## config.mk

```make
export PLATFORM = sky130hd
export DESIGN_NAME = bisu_mac
export DESIGN_NICKNAME = d
export VERILOG_FILES = /design/src/rtl/core/bisu_pkg.sv /design/src/rtl/core/bisu_mac.sv
export SDC_FILE = /design/constraint.sdc
export NUM_CORES = 2
export LEC_CHECK = 0
export ABC_AREA = 1
export BUFFER_PORTS_ARGS = -buffer_cell sky130_fd_sc_hd__buf_2
export CAP_MARGIN = 30
export CORE_ASPECT_RATIO = 0.7
export CORE_MARGIN = 3
export CORE_UTILIZATION = 40
export CTS_CLUSTER_SIZE = 16
export DETAILED_ROUTE_END_ITERATION = 16
export GPL_ROUTABILITY_DRIVEN = 0
export SYNTH_ARGS = -nofsm -noshare
export SYNTH_HDL_FRONTEND = slang
export SYNTH_SLANG_ARGS = --single-unit
```

## constraint.sdc

```tcl
create_clock -name clk -period 18.7 [get_ports clk]
set_input_delay 2.805 -clock clk [delete_from_list [all_inputs] [get_ports clk]]
set_output_delay 2.805 -clock clk [all_outputs]
set_load 0.05 [all_outputs]
```

## src/rtl/core/bisu_pkg.sv

```systemverilog
// Shared constants, field widths and control types of the bilinear image sampler.
// Used by every module of the sampler; depends on nothing.
package bisu_pkg;

    localparam int PIX_W          = 32;
    localparam int COORD_W        = 13;
    localparam int POS_W          = 25;
    localparam int DIM_REG_W      = 9;
    localparam int DIM_W          = 13;
    localparam int CMD_W          = 2;
    localparam int CFG_IDX_W      = 2;
    localparam int PIXEL_BITS     = 32;
    localparam int FRAC_BITS      = 12;
    localparam int DEF_MAX_WIDTH  = 256;
    localparam int DEF_MAX_HEIGHT = 256;

    localparam int S_FIELDS_W = 2 * COORD_W + PIX_W + 2 * POS_W;
    localparam int S_DATA_W   = ((S_FIELDS_W + 7) / 8) * 8;
    localparam int M_DATA_W   = PIX_W;

    localparam int WGT_W   = FRAC_BITS + 1;
    localparam int MUL_A_W = 2 * FRAC_BITS + 1;
    localparam int MUL_B_W = PIX_W;
    localparam int ACC_W   = MUL_A_W + MUL_B_W;

    localparam logic [CMD_W-1:0] CMD_WRITE  = 2'd0;
    localparam logic [CMD_W-1:0] CMD_READ   = 2'd1;
    localparam logic [CMD_W-1:0] CMD_INTERP = 2'd2;

    localparam logic [CFG_IDX_W-1:0] CFG_WIDTH  = 2'd0;
    localparam logic [CFG_IDX_W-1:0] CFG_HEIGHT = 2'd1;
    localparam logic [CFG_IDX_W-1:0] CFG_BLANK  = 2'd2;

    localparam logic [DIM_REG_W-1:0] RST_WIDTH  = 9'd256;
    localparam logic [DIM_REG_W-1:0] RST_HEIGHT = 9'd256;
    localparam logic [PIX_W-1:0]     RST_BLANK  = 32'h8000_0000;

    typedef struct packed {
        logic mul_en;
        logic acc_clr;
        logic acc_add;
    } mac_ctrl_t;

endpackage

```

## src/rtl/core/bisu_mac.sv

```systemverilog
// Shared multiply-accumulate unit: registered product and accumulator.
// Depends on bisu_pkg for operand widths and the control struct.
module bisu_mac
    import bisu_pkg::*;
(
    input  logic               clk,
    input  mac_ctrl_t          ctrl,
    input  logic [MUL_A_W-1:0] opa,
    input  logic [MUL_B_W-1:0] opb,
    output logic [ACC_W-1:0]   prod,
    output logic [ACC_W-1:0]   acc
);

    logic [ACC_W-1:0] prod_reg;
    logic [ACC_W-1:0] acc_reg;

    always_ff @(posedge clk)
    begin
        if (ctrl.mul_en)
        begin
            prod_reg <= ACC_W'(opa) * ACC_W'(opb);
        end
        if (ctrl.acc_clr)
        begin
            acc_reg <= '0;
        end
        else if (ctrl.acc_add)
        begin
            acc_reg <= acc_reg + prod_reg;
        end
    end

    assign prod = prod_reg;
    assign acc  = acc_reg;

endmodule

```

==> impl_metrics.tcl <==
set metrics [dict create \
    dp_hpwl_um 93090 \
    regToRegSetupSlack_ns 15.86 \
    clock.fmax_mhz 105.1 \
    multi_input_area_um2 26990 \
    layout.nets 6231 \
    cts_sinks 114 \
    hold_path.class "register to register" \
    n_fill_cell 9415 \
    critPathRequiredTime_ns 18.87 \
    track_usage_pct 24.46 \
    synth_top_area_cell "fa_1" \
    status "completed" \
    slew_headroom_pct 34.59 \
    post-route-period-util_pct 50.89 \
    synthesis.area_um2 36680 \
    arrival_ns 9.68 \
    setup_tns_ns 0 \
    clkSlewWorstSetupHoldPaths_ns 0.06 \
    dr.first_iter.drc_count 2822 \
    rsz0062_at_grt "false" \
    max_cap_violations 0 \
    drv_slew 0 \
    start_util_pct 40.54 \
    port-buffer-count 174 \
    num_rows 92 \
    final_cell_mix "inv_1, nand2_1, fa_1" \
    worstSetupStartpointType "input pin" \
    coreArea_um2 90480 \
    cts_root_buffer "clkbuf_16" \
    crit_chain "buf_2 -> nand2_1 -> fa_1 -> inv_1 -> fa_1 -> inv_1 -> fa_1 -> fa_1 -> fa_1 -> inv_1 -> fa_1 -> inv_1 -> fa_1 -> inv_1 -> ha_1 -> a21oi_1 -> o21ai_0 -> a21oi_1 -> nand3_1 -> a21oi_1 -> xnor2_1" \
    cts_tree "yes" \
    final_hold_viol_count 0 \
    end_kind "register" \
    post-cts-setup-buffer-count 0 \
    chipHeight_um 259.3 \
    critPathKind "input pin to register" \
    via_count 31315 \
    synth.avg_cell_area_um2 7.019 \
    clockBufferDepth 2 \
    cpPeakStageDelay_ns 0.60 \
    synthTopCellsByArea "fa_1, inv_1, nand2_1" \
    r2r_cells 15 \
    clk_latency_ns 0.44 \
    crit_top_cell "fa_1" \
    path_max_fanout 25 \
    r2r_start "prod[0]" \
    wl_per_cell_um 17.71 \
    overflow 0 \
    drc 0 \
    antenna_found_initial 3 \
    ant_nets 0 \
    ios 175 \
    dieWidth_um 367.9 \
    worstMarginPinSlew_ns 0.9811 \
    ys_seq_area_share_pct 7.778 \
    min_path_cells 2 \
    die_area_um2 95420 \
    cts_resized 0 \
    cp_slowest_cell "buf_2" \
    min_from "acc[0]" \
    cp-startpoint "opb[13]" \
    drive_gt1_share_pct 5.775 \
    syn_nets 6222 \
    min_period_ns 9.517 \
    cts_buffers 17 \
    regArea_um2 2853 \
    worstReg2RegEnd "acc[44]" \
    area_growth_pct 6.315 \
    crit_path_end "prod[30]" \
    grt_pass1_vias 31659 \
    cts_hold_buf 0 \
    final_common_cell "inv_1" \
    fin_skew_ns 0.01070 \
    via_per_inst 4.839 \
    first_pass_iters 8 \
    synth_top_area_share_pct 37.55 \
    ys_warn_count 0 \
    grt_pass1_wl_um 181200 \
    ys_types 41 \
    cts_max_level 4 \
    setup_viol 0 \
    synthCells 5225 \
    grt_max_degree 71 \
    postSynthRegisterBits 114 \
    wl_um 114600 \
]
[per-stage QoR]
| stage | cells | utilization (%) | hold slack [ns] | instance area [µm²] | setup slack [ns] |
|---|---|---|---|---|---|
| 3_5_place_dp | 6437 | 42.45 | 0.5208 | 38400 | 8.979 |
| 3_3_place_gp | 6437 | 42.45 | 0.5250 | 38400 | 9.006 |
| 6_report | 6472 | 43.10 | 0.5333 | 38990 | 9.183 |
| 2_1_floorplan | 5225 | - | 0.7614 | 36680 | 10.17 |
| 5_1_grt | 6472 | 43.10 | 0.5581 | 38990 | 9.125 |
| 4_1_cts | 6469 | 43.09 | 0.5379 | 38980 | 9.416 |
[worst min-delay path by stage]
stage	to	slack [ns]
after floorplan	acc[0]	0.76
after global placement	acc[0]	0.52
after detailed placement	acc[0]	0.52
after CTS	acc[0]	0.54
after global routing	acc[0]	0.56
final	acc[0]	0.53
[cell type report]
cell class                 instances  share of cell area [%]
multi-input combinational       3291                   69.22
clock buffer                      17                   1.091
tap                             1222                   3.921
inverter                        1631                   15.70
clock inverter                    15                  0.4011
timing repair buffer             179                   2.330
sequential                       114                   7.316
antenna                            3                 0.01925
[Yosys cell counts]
master / n
clkbuf_1: 181
nor3_4: 1
ha_1: 248
a31o_2: 1
a21o_1: 6
buf_1: 7
nor4_1: 3
nor4_2: 1
nor3_1: 11
inv_2: 22
xnor2_1: 9
a21oi_1: 115
xor2_1: 60
buf_2: 1
nor2_1: 292
a21o_2: 1
nand2_1: 1528
o21ai_0: 68
o21ai_2: 1
a21boi_1: 1
nand3b_1: 2
o211ai_1: 1
o21a_1: 3
nand3_1: 114
a21boi_0: 7
nand3_2: 10
dfxtp_1: 57
nor2_2: 26
a21oi_2: 3
inv_1: 1607
o21bai_1: 14
nor2_4: 9
o21ai_1: 15
nand4_1: 28
a31oi_1: 6
nor3_2: 3
and3_1: 1
nand2_2: 15
fa_1: 688
clkinv_1: 2
edfxtp_1: 57
[kinds of logic (layout without fill, tap and decap cells)]
| family | count (synthesis) | count (layout) | share of synthesized area [%] |
|---|---|---|---|
| compound gates | 242 | 242 | 3.603 |
| flops | 114 | 114 | 7.778 |
| other cells | 0 | 3 | 0 |
| xor+xnor | 69 | 69 | 1.648 |
| simple gates | 2044 | 2044 | 22.33 |
| fa+ha+maj | 936 | 936 | 46.01 |
| buf+inv | 1820 | 1842 | 18.63 |
[metal layers]
metal	global-route usage (%)	up-vias	routed length [µm]	share of wire, %
li1	-	14722	-	-
met1	35.39	15124	51660	45
met2	36.94	1343	48610	42
met3	6.639	126	12580	11
met4	4.296	0	1767	1.5
met5	0	-	0	0
[worst max-delay path, delay by kind of cell]
family / cells / cell delay, ns
xor gates and xnor gates: 1 / 0.13
buffers and inverters: 6 / 0.85
and+or+nand+nor: 2 / 0.64
adders and majority gates: 8 / 3.93
AOI/OAI and AO/OA: 4 / 1.26
Power is not shown: default switching activity piles up to over one toggle a cycle in this logic, so the estimate is an artifact.
