**config.mk**
```make
export PLATFORM = sky130hd
export DESIGN_NAME = bisu_seq
export DESIGN_NICKNAME = d
export VERILOG_FILES = /design/src/rtl/core/bisu_pkg.sv /design/src/rtl/core/bisu_seq.sv
export SDC_FILE = /design/constraint.sdc
export NUM_CORES = 1
export LEC_CHECK = 0
export BUFFER_PORTS_ARGS = -buffer_cell sky130_fd_sc_hd__buf_2
export CAP_MARGIN = 0
export CORE_AREA = 2 2 183 185
export CTS_CLUSTER_DIAMETER = 60
export CTS_CLUSTER_SIZE = 12
export DETAILED_ROUTE_END_ITERATION = 8
export DIE_AREA = 0 0 185 187
export HOLD_SLACK_MARGIN = 0.05
export PLACE_DENSITY = 0.75
export SLEW_MARGIN = 10
export SYNTH_ARGS = -nofsm -noshare
export SYNTH_HDL_FRONTEND = slang
export SYNTH_SLANG_ARGS = --single-unit
export TNS_END_PERCENT = 30
```
**constraint.sdc**
```tcl
create_clock -name clk -period 6.7 [get_ports clk]
set_clock_uncertainty 0.15 [all_clocks]
set_input_delay 1.005 -clock clk [delete_from_list [all_inputs] [get_ports clk]]
set_output_delay 1.005 -clock clk [all_outputs]
set_load 0.05 [all_outputs]
```
**src/rtl/core/bisu_pkg.sv**
```systemverilog
// Shared constants, field widths and control types of the bilinear image sampler.
// Used by every module of the sampler; depends on nothing.
package bisu_pkg;

    localparam int PIX_W          = 32;
    localparam int COORD_W        = 13;
    localparam int POS_W          = 25;
    localparam int DIM_REG_W      = 9;
    localparam int DIM_W          = 13;
    localparam int CMD_W          = 2;
    localparam int CFG_IDX_W      = 2;
    localparam int PIXEL_BITS     = 32;
    localparam int FRAC_BITS      = 12;
    localparam int DEF_MAX_WIDTH  = 256;
    localparam int DEF_MAX_HEIGHT = 256;

    localparam int S_FIELDS_W = 2 * COORD_W + PIX_W + 2 * POS_W;
    localparam int S_DATA_W   = ((S_FIELDS_W + 7) / 8) * 8;
    localparam int M_DATA_W   = PIX_W;

    localparam int WGT_W   = FRAC_BITS + 1;
    localparam int MUL_A_W = 2 * FRAC_BITS + 1;
    localparam int MUL_B_W = PIX_W;
    localparam int ACC_W   = MUL_A_W + MUL_B_W;

    localparam logic [CMD_W-1:0] CMD_WRITE  = 2'd0;
    localparam logic [CMD_W-1:0] CMD_READ   = 2'd1;
    localparam logic [CMD_W-1:0] CMD_INTERP = 2'd2;

    localparam logic [CFG_IDX_W-1:0] CFG_WIDTH  = 2'd0;
    localparam logic [CFG_IDX_W-1:0] CFG_HEIGHT = 2'd1;
    localparam logic [CFG_IDX_W-1:0] CFG_BLANK  = 2'd2;

    localparam logic [DIM_REG_W-1:0] RST_WIDTH  = 9'd256;
    localparam logic [DIM_REG_W-1:0] RST_HEIGHT = 9'd256;
    localparam logic [PIX_W-1:0]     RST_BLANK  = 32'h8000_0000;

    typedef struct packed {
        logic mul_en;
        logic acc_clr;
        logic acc_add;
    } mac_ctrl_t;

endpackage

```
**src/rtl/core/bisu_seq.sv**
```systemverilog
// Command sequencer: decodes requests, drives the pixel memory and the shared MAC,
// rounds the blend and holds the result register. Depends on bisu_pkg.
module bisu_seq
    import bisu_pkg::*;
#(
    parameter int MAX_WIDTH  = DEF_MAX_WIDTH,
    parameter int MAX_HEIGHT = DEF_MAX_HEIGHT,
    localparam int ADDR_W    = $clog2(MAX_WIDTH * MAX_HEIGHT)
)
(
    input  logic                clk,
    input  logic                rst_n,
    input  logic                s_tvalid,
    output logic                s_tready,
    input  logic [S_DATA_W-1:0] s_tdata,
    input  logic [CMD_W-1:0]    s_tuser,
    output logic                m_tvalid,
    input  logic                m_tready,
    output logic [M_DATA_W-1:0] m_tdata,
    output logic                m_tuser,
    input  logic [DIM_W-1:0]    eff_width,
    input  logic [DIM_W-1:0]    eff_height,
    input  logic [PIX_W-1:0]    blank_marker,
    output logic                mem_we,
    output logic [ADDR_W-1:0]   mem_addr,
    output logic [PIX_W-1:0]    mem_wdata,
    input  logic [PIX_W-1:0]    mem_rdata,
    output mac_ctrl_t           mac_ctrl,
    output logic [MUL_A_W-1:0]  mac_opa,
    output logic [MUL_B_W-1:0]  mac_opb,
    input  logic [ACC_W-1:0]    mac_prod,
    input  logic [ACC_W-1:0]    mac_acc
);

    localparam int LIN_W  = 2 * COORD_W;
    localparam int RND_W  = ACC_W - 2 * FRAC_BITS;
    localparam int SGN_W  = RND_W + 1;
    localparam logic [PIX_W-1:0] OFFSET = {1'b1, {(PIX_W - 1){1'b0}}};
    localparam logic [WGT_W-1:0] ONE    = WGT_W'(1) << FRAC_BITS;
    localparam logic [ACC_W-1:0] HALF   = ACC_W'(1) << (2 * FRAC_BITS - 1);
    localparam logic signed [SGN_W-1:0] SAT_HI =
        SGN_W'((longint'(1) <<< (PIXEL_BITS - 1)) - longint'(1));
    localparam logic signed [SGN_W-1:0] SAT_LO = ~SAT_HI;

    typedef enum logic [6:0] {
        S_IDLE  = 7'b0000001,
        S_CMD   = 7'b0000010,
        S_RDATA = 7'b0000100,
        S_FETCH = 7'b0001000,
        S_MAC   = 7'b0010000,
        S_ROUND = 7'b0100000,
        S_DONE  = 7'b1000000
    } state_t;

    state_t               state_reg, state_next;
    logic [CMD_W-1:0]     cmd_reg, cmd_next;
    logic [COORD_W-1:0]   col_reg, col_next;
    logic [COORD_W-1:0]   row_reg, row_next;
    logic [PIX_W-1:0]     pixel_reg, pixel_next;
    logic [POS_W-1:0]     x_reg, x_next;
    logic [POS_W-1:0]     y_reg, y_next;
    logic [2:0]           cnt_reg, cnt_next;
    logic [3:0]           step_reg, step_next;
    logic                 prev_in_reg, prev_in_next;
    logic                 blank_reg, blank_next;
    logic [PIX_W-1:0]     res_val_reg, res_val_next;
    logic                 res_blank_reg, res_blank_next;
    logic [PIX_W-1:0]     out_val_reg, out_val_next;
    logic                 out_blank_reg, out_blank_next;
    logic                 out_valid_reg, out_valid_next;
    logic [PIX_W-1:0]     pix_reg [4];

    logic [COORD_W-1:0]   xi, yj, nb_c, nb_r, sel_c, sel_r;
    logic [FRAC_BITS-1:0] fx, fy;
    logic                 sel_neg, sel_in, interp_ok, hit;
    logic [LIN_W-1:0]     lin;
    logic [PIX_W-1:0]     cap_val;
    logic                 cap_en;
    logic [1:0]           cap_idx, k;
    logic [WGT_W-1:0]     wx, wy;
    logic [ACC_W-1:0]     rnd_sum;
    logic [RND_W-1:0]     rnd_q;
    logic signed [SGN_W-1:0] cen, sat;

    assign xi   = x_reg[POS_W-1:FRAC_BITS];
    assign yj   = y_reg[POS_W-1:FRAC_BITS];
    assign fx   = x_reg[FRAC_BITS-1:0];
    assign fy   = y_reg[FRAC_BITS-1:0];
    assign nb_c = xi + COORD_W'(cnt_reg[0]);
    assign nb_r = yj + COORD_W'(cnt_reg[1]);

    always_comb
    begin
        if (state_reg == S_FETCH)
        begin
            sel_c   = nb_c;
            sel_r   = nb_r;
            sel_neg = 1'b0;
        end
        else
        begin
            sel_c   = col_reg;
            sel_r   = row_reg;
            sel_neg = col_reg[COORD_W-1] | row_reg[COORD_W-1];
        end
    end

    assign sel_in    = !sel_neg && (sel_c < eff_width) && (sel_r < eff_height);
    assign lin       = LIN_W'(sel_r) * LIN_W'(MAX_WIDTH) + LIN_W'(sel_c);
    assign interp_ok = !x_reg[POS_W-1] && !y_reg[POS_W-1] &&
                       (xi < eff_width) && (yj < eff_height);

    assign mem_addr  = lin[ADDR_W-1:0];
    assign mem_wdata = pixel_reg;
    assign mem_we    = (state_reg == S_CMD) && (cmd_reg == CMD_WRITE) && sel_in;

    assign cap_val = prev_in_reg ? mem_rdata : '0;
    assign hit     = (cap_val == blank_marker);
    assign cap_en  = (state_reg == S_FETCH) && (cnt_reg != 3'd0);
    assign cap_idx = 2'(cnt_reg - 3'd1);

    assign k  = step_reg[2:1];
    assign wx = k[0] ? WGT_W'(fx) : ONE - WGT_W'(fx);
    assign wy = k[1] ? WGT_W'(fy) : ONE - WGT_W'(fy);
    assign mac_opa = step_reg[0] ? mac_prod[MUL_A_W-1:0] : MUL_A_W'(wx);
    assign mac_opb = step_reg[0] ? (pix_reg[k] ^ OFFSET) : MUL_B_W'(wy);

    assign rnd_sum = mac_acc + HALF;
    assign rnd_q   = rnd_sum[ACC_W-1:2*FRAC_BITS];
    assign cen     = $signed({1'b0, rnd_q}) - $signed(SGN_W'(OFFSET));
    assign sat     = (cen > SAT_HI) ? SAT_HI : ((cen < SAT_LO) ? SAT_LO : cen);

    assign s_tready = (state_reg == S_IDLE);
    assign m_tvalid = out_valid_reg;
    assign m_tdata  = out_val_reg;
    assign m_tuser  = out_blank_reg;

    always_comb
    begin
        state_next     = state_reg;
        cmd_next       = cmd_reg;
        col_next       = col_reg;
        row_next       = row_reg;
        pixel_next     = pixel_reg;
        x_next         = x_reg;
        y_next         = y_reg;
        cnt_next       = cnt_reg;
        step_next      = step_reg;
        prev_in_next   = prev_in_reg;
        blank_next     = blank_reg;
        res_val_next   = res_val_reg;
        res_blank_next = res_blank_reg;
        out_val_next   = out_val_reg;
        out_blank_next = out_blank_reg;
        out_valid_next = out_valid_reg;
        mac_ctrl       = '0;

        if (out_valid_reg && m_tready)
        begin
            out_valid_next = 1'b0;
        end

        case (state_reg)
            S_IDLE:
            begin
                if (s_tvalid)
                begin
                    cmd_next   = s_tuser;
                    col_next   = s_tdata[COORD_W-1:0];
                    row_next   = s_tdata[2*COORD_W-1:COORD_W];
                    pixel_next = s_tdata[2*COORD_W+PIX_W-1:2*COORD_W];
                    x_next     = s_tdata[2*COORD_W+PIX_W+POS_W-1:2*COORD_W+PIX_W];
                    y_next     = s_tdata[S_FIELDS_W-1:2*COORD_W+PIX_W+POS_W];
                    state_next = S_CMD;
                end
            end
            S_CMD:
            begin
                blank_next   = 1'b0;
                prev_in_next = sel_in;
                cnt_next     = 3'd0;
                case (cmd_reg)
                    CMD_READ:
                    begin
                        state_next = S_RDATA;
                    end
                    CMD_INTERP:
                    begin
                        if (interp_ok)
                        begin
                            state_next = S_FETCH;
                        end
                        else
                        begin
                            res_val_next   = '0;
                            res_blank_next = 1'b0;
                            state_next     = S_DONE;
                        end
                    end
                    default:
                    begin
                        state_next = S_IDLE;
                    end
                endcase
            end
            S_RDATA:
            begin
                res_val_next   = cap_val;
                res_blank_next = 1'b0;
                state_next     = S_DONE;
            end
            S_FETCH:
            begin
                prev_in_next = sel_in;
                cnt_next     = cnt_reg + 3'd1;
                if (cnt_reg != 3'd0)
                begin
                    blank_next = blank_reg | hit;
                end
                if (cnt_reg == 3'd4)
                begin
                    if (blank_reg | hit)
                    begin
                        res_val_next   = blank_marker;
                        res_blank_next = 1'b1;
                        state_next     = S_DONE;
                    end
                    else
                    begin
                        mac_ctrl.acc_clr = 1'b1;
                        step_next        = 4'd0;
                        state_next       = S_MAC;
                    end
                end
            end
            S_MAC:
            begin
                mac_ctrl.mul_en  = (step_reg != 4'd8);
                mac_ctrl.acc_add = (step_reg != 4'd0) && !step_reg[0];
                step_next        = step_reg + 4'd1;
                if (step_reg == 4'd8)
                begin
                    state_next = S_ROUND;
                end
            end
            S_ROUND:
            begin
                res_val_next   = sat[PIX_W-1:0];
                res_blank_next = 1'b0;
                state_next     = S_DONE;
            end
            S_DONE:
            begin
                if (!out_valid_reg || m_tready)
                begin
                    out_val_next   = res_val_reg;
                    out_blank_next = res_blank_reg;
                    out_valid_next = 1'b1;
                    state_next     = S_IDLE;
                end
            end
            default:
            begin
                state_next = S_IDLE;
            end
        endcase
    end

    always_ff @(posedge clk or negedge rst_n)
    begin
        if (!rst_n)
        begin
            state_reg     <= S_IDLE;
            out_valid_reg <= 1'b0;
        end
        else
        begin
            state_reg     <= state_next;
            out_valid_reg <= out_valid_next;
        end
    end

    always_ff @(posedge clk)
    begin
        cmd_reg       <= cmd_next;
        col_reg       <= col_next;
        row_reg       <= row_next;
        pixel_reg     <= pixel_next;
        x_reg         <= x_next;
        y_reg         <= y_next;
        cnt_reg       <= cnt_next;
        step_reg      <= step_next;
        prev_in_reg   <= prev_in_next;
        blank_reg     <= blank_next;
        res_val_reg   <= res_val_next;
        res_blank_reg <= res_blank_next;
        out_val_reg   <= out_val_next;
        out_blank_reg <= out_blank_next;
        if (cap_en)
        begin
            pix_reg[cap_idx] <= cap_val;
        end
    end

endmodule
```
==> impl_metrics.prom <==
# TYPE chip_impl_metric gauge
chip_impl_info{name="outcome",value="completed"} 1
chip_impl_info{name="synth_most_common_cell",value="sky130_fd_sc_hd__edfxtp_1"} 1
chip_impl_metric{name="row_count",unit=""} 67
chip_impl_metric{name="routed_wl",unit="um"} 42760
chip_impl_metric{name="gpl.final_weighted_congestion",unit=""} 0.8944
chip_impl_metric{name="worst-endpoint-required",unit="ns"} 5.54
chip_impl_info{name="ys_top_cells_by_area",value="sky130_fd_sc_hd__edfxtp_1 58%, sky130_fd_sc_hd__ha_1 5.6%, sky130_fd_sc_hd__mux4_2 4.5%, sky130_fd_sc_hd__xor2_1 2.9%, sky130_fd_sc_hd__and2_1 2.6%"} 1
chip_impl_metric{name="critical_path_cell_count",unit=""} 13
chip_impl_metric{name="detailed_place_hpwl",unit="um"} 31750
chip_impl_info{name="critPathLaunchType",value="register"} 1
chip_impl_info{name="most_frequently_used_flop_master_after_synthesis",value="sky130_fd_sc_hd__edfxtp_1"} 1
chip_impl_metric{name="synth_warnings",unit=""} 0
chip_impl_metric{name="largest_reg_flops",unit=""} 128
chip_impl_metric{name="placedInstanceArea",unit="um^2"} 18700
chip_impl_metric{name="drt_pass_1_iters",unit=""} 5
chip_impl_metric{name="cts_made_buffers",unit=""} 35
chip_impl_metric{name="vias_per_cell",unit=""} 5.545
chip_impl_metric{name="grt-ovfl-total",unit=""} 0
chip_impl_metric{name="antenna_found_initial",unit=""} 6
chip_impl_metric{name="slew-limit-headroom",unit=""} 0.2807
chip_impl_metric{name="powerDensity",unit="nW/um^2"} 289.0
chip_impl_metric{name="post-layout-total-power",unit="mW"} 5.718
chip_impl_metric{name="synth_seq_area_share",unit=""} 0.5977
chip_impl_metric{name="syn_inst",unit=""} 1240
chip_impl_metric{name="synth_async_sr_flop_share",unit=""} 0.02477
chip_impl_info{name="cts_tree",value="yes"} 1
chip_impl_metric{name="floorplan.core_area",unit="um^2"} 32860
chip_impl_metric{name="final_net_count",unit=""} 2048
chip_impl_metric{name="ir_worst_vdd",unit="uV"} 343.9
chip_impl_metric{name="number_of_synthesized_flops_with_an_enable_pin",unit=""} 313
chip_impl_metric{name="drv_slew",unit=""} 0
chip_impl_metric{name="die_area",unit="um^2"} 34600
chip_impl_metric{name="cts_resized",unit=""} 0
chip_impl_metric{name="final.min_clock_period",unit="ns"} 5.928
chip_impl_info{name="hold_class",value="in -> async"} 1
chip_impl_metric{name="areaGrowthSynthToFinish",unit="%"} 22.68
chip_impl_metric{name="ratio_of_cells_with_drive_above_1_in_the_final_layout",unit=""} 0.3178
chip_impl_metric{name="cellLeakagePower",unit="nW"} 8.019
chip_impl_metric{name="finish.instance_area",unit="um^2"} 19790
chip_impl_metric{name="timing.setup.tns",unit="ns"} 0
chip_impl_metric{name="overall_via_count_from_detail_route",unit=""} 11770
chip_impl_metric{name="slew_at_the_pin_with_the_worst_max_slew_slack",unit="ns"} 1.078
chip_impl_info{name="synth.largest_area_cell",value="sky130_fd_sc_hd__edfxtp_1"} 1
chip_impl_metric{name="tritoncts_num_sinks",unit=""} 323
chip_impl_metric{name="cts_setup_buffers",unit=""} 0
chip_impl_metric{name="timing.final.hold_violations",unit=""} 0
chip_impl_metric{name="grt_pass1_vias",unit=""} 11570
chip_impl_metric{name="setup_viol",unit=""} 0
chip_impl_metric{name="postSynthNetCount",unit=""} 1635
chip_impl_metric{name="die_width",unit="um"} 185
chip_impl_metric{name="cts.path.max_buffers",unit=""} 3
chip_impl_info{name="cpLargestDelayFamily",value="simple AND/OR/NAND/NOR gates"} 1
chip_impl_metric{name="timing.critical_path.buf_inv",unit=""} 2
chip_impl_metric{name="clock_insertion_delay_worst_skew",unit="ns"} 0.52
chip_impl_metric{name="die_h",unit="um"} 187
chip_impl_info{name="worstSetupEndpointType",value="primary output"} 1
chip_impl_metric{name="post_cts_hold_buffer_count",unit=""} 0
chip_impl_metric{name="drcViolationCount",unit=""} 0
chip_impl_metric{name="synth_cell_type_count",unit=""} 66
chip_impl_metric{name="clkSlewWorstSetupHoldPaths",unit="ns"} 0.06
chip_impl_metric{name="achievable-frequency",unit="MHz"} 168.7
chip_impl_metric{name="max_cap_viol_count",unit=""} 0
chip_impl_metric{name="hold-worst-slack",unit="ns"} 0.1699
chip_impl_metric{name="drt-wirelength-per-cell",unit="um"} 20.15
chip_impl_metric{name="grt_max_degree",unit=""} 80
chip_impl_metric{name="worstPathMaxFanout",unit=""} 47
chip_impl_metric{name="detailedRoute.firstIterationViolations",unit=""} 885
chip_impl_metric{name="highest_cell_delay_on_the_worst_timing_path",unit="ns"} 0.74
chip_impl_metric{name="synthesis.area_per_instance",unit="um^2"} 13.01
chip_impl_metric{name="synth_area",unit="um^2"} 16130
chip_impl_metric{name="total_number_of_h_tree_levels",unit=""} 2
chip_impl_info{name="worstSetupPathType",value="reg -> out"} 1
chip_impl_metric{name="finalCoreUtilization",unit=""} 0.6022
chip_impl_metric{name="grt_pass1_wl",unit="um"} 63830
chip_impl_metric{name="port_buffers",unit=""} 406
chip_impl_info{name="clock_tree.root_cell",value="sky130_fd_sc_hd__clkbuf_16"} 1
chip_impl_metric{name="yosys_register_bits",unit=""} 323
chip_impl_metric{name="grt_util_all_layers",unit=""} 0.2424
chip_impl_metric{name="ant_nets",unit=""} 0
chip_impl_info{name="grt_setup_unrepaired",value="no"} 1
chip_impl_metric{name="period_share",unit=""} 0.8848
chip_impl_metric{name="floorplan.initialDensity",unit=""} 0.4908
chip_impl_info{name="crit_path_cell_trace",value="or4_4, or4b_4, inv_1, mux2_2, ha_1, nand4_1, nor2_1, a22oi_1, o211ai_1, nor3_1, o211a_1, and3_1, buf_2"} 1
chip_impl_metric{name="path_depth_of_the_worst_reg2reg_path",unit=""} 7
chip_impl_metric{name="synth_top_cell_area_share",unit=""} 0.5827
chip_impl_metric{name="timing.critical_path.arrival",unit="ns"} 4.77
chip_impl_info{name="critical_path.slowest_cell",value="sky130_fd_sc_hd__or4b_4"} 1
chip_impl_metric{name="top_level_ports",unit=""} 466
chip_impl_info{name="synth.top_cells.by_count",value="313 x sky130_fd_sc_hd__edfxtp_1, 78 x sky130_fd_sc_hd__nor2_1, 77 x sky130_fd_sc_hd__nand2_1"} 1
-- cell usage in the layout (no fill, tap or decap), types with 4 or more instances in the layout --
master	n
sky130_fd_sc_hd__o21ai_0	46
sky130_fd_sc_hd__a222oi_1	4
sky130_fd_sc_hd__a21oi_1	53
sky130_fd_sc_hd__mux4_2	32
sky130_fd_sc_hd__and2_1	67
sky130_fd_sc_hd__buf_2	406
sky130_fd_sc_hd__nand4b_1	12
sky130_fd_sc_hd__or3_1	8
sky130_fd_sc_hd__inv_1	58
sky130_fd_sc_hd__nor4_1	7
sky130_fd_sc_hd__buf_4	17
sky130_fd_sc_hd__nand3b_1	4
sky130_fd_sc_hd__nand2b_1	6
sky130_fd_sc_hd__nand2_1	77
sky130_fd_sc_hd__and3_1	14
sky130_fd_sc_hd__inv_6	4
sky130_fd_sc_hd__o21a_1	5
sky130_fd_sc_hd__o22ai_1	14
sky130_fd_sc_hd__dfrtp_1	7
sky130_fd_sc_hd__a22oi_1	12
sky130_fd_sc_hd__ha_1	72
sky130_fd_sc_hd__a21o_1	14
sky130_fd_sc_hd__edfxtp_1	313
sky130_fd_sc_hd__a221o_1	19
sky130_fd_sc_hd__nor3_1	26
sky130_fd_sc_hd__a31oi_1	6
sky130_fd_sc_hd__nand3_1	45
sky130_fd_sc_hd__clkbuf_1	8
sky130_fd_sc_hd__clkbuf_16	35
sky130_fd_sc_hd__nand4_1	22
sky130_fd_sc_hd__xnor2_1	45
sky130_fd_sc_hd__nor2_1	77
sky130_fd_sc_hd__mux2_2	14
sky130_fd_sc_hd__xor2_1	53
-- cell type report --
| type | count | area, um^2 |
|---|---|---|
| clock inverters | 10 | 145.1 |
| inverters | 58 | 217.7 |
| multi-input cells | 812 | 6122 |
| clock buffers | 45 | 933.4 |
| flip-flops and latches | 323 | 9642 |
| well taps | 448 | 560.5 |
| fillers | 2636 | 13070 |
| repair buffers | 423 | 2160 |
| diodes | 3 | 7.507 |
-- per-layer routing --
metal,wire (um),share of wire,track usage,up-vias
met3,3731,0.087,0.05452,89
met1,15960,0.37,0.2834,5600
li1,-,-,-,5520
met5,16,0.00037,0,-
met4,1516,0.035,0.08486,4
met2,21530,0.50,0.4353,554
-- power breakdown --
group | total [mW] | internal, mW | switching [mW]
Clock | 1.87 | 1.10 | 0.767
Combinational | 1.29 | 0.377 | 0.909
Sequential | 2.57 | 2.46 | 0.104
Total | 5.72 | 3.94 | 1.78
-- final timing paths --
kind	from	end	slack, ns
hold / removal	rst_n	m_tvalid	0.17
setup reg to reg	state_reg[4]	res_val_reg[3]	2.58
setup / recovery	state_reg[4]	mem_we	0.77
min in group clk	res_val_reg[8]	m_tdata[8]	0.26
hold reg to reg	res_val_reg[8]	m_tdata[8]	0.26
max in group asynchronous	rst_n	state_reg[0]	5.99
-- kinds of logic after synthesis --
family,synth area share
fa+ha+maj,0.05709
compound gates,0.08518
xor+xnor,0.05376
buf+inv,0.02506
mux,0.05725
simple gates,0.1240
flops,0.5977
-- through the flow --
| step | instances | setup slack (ns) |
|---|---|---|
| 6_report | 2122 | 0.7716 |
| 5_1_grt | 2120 | 0.4923 |
| 4_1_cts | 2119 | 0.7344 |
| 3_5_place_dp | 2064 | 1.297 |
| 3_3_place_gp | 2064 | 1.329 |
| 2_1_floorplan | 1240 | 0.9025 |
(Power assumes the default switching activity.)
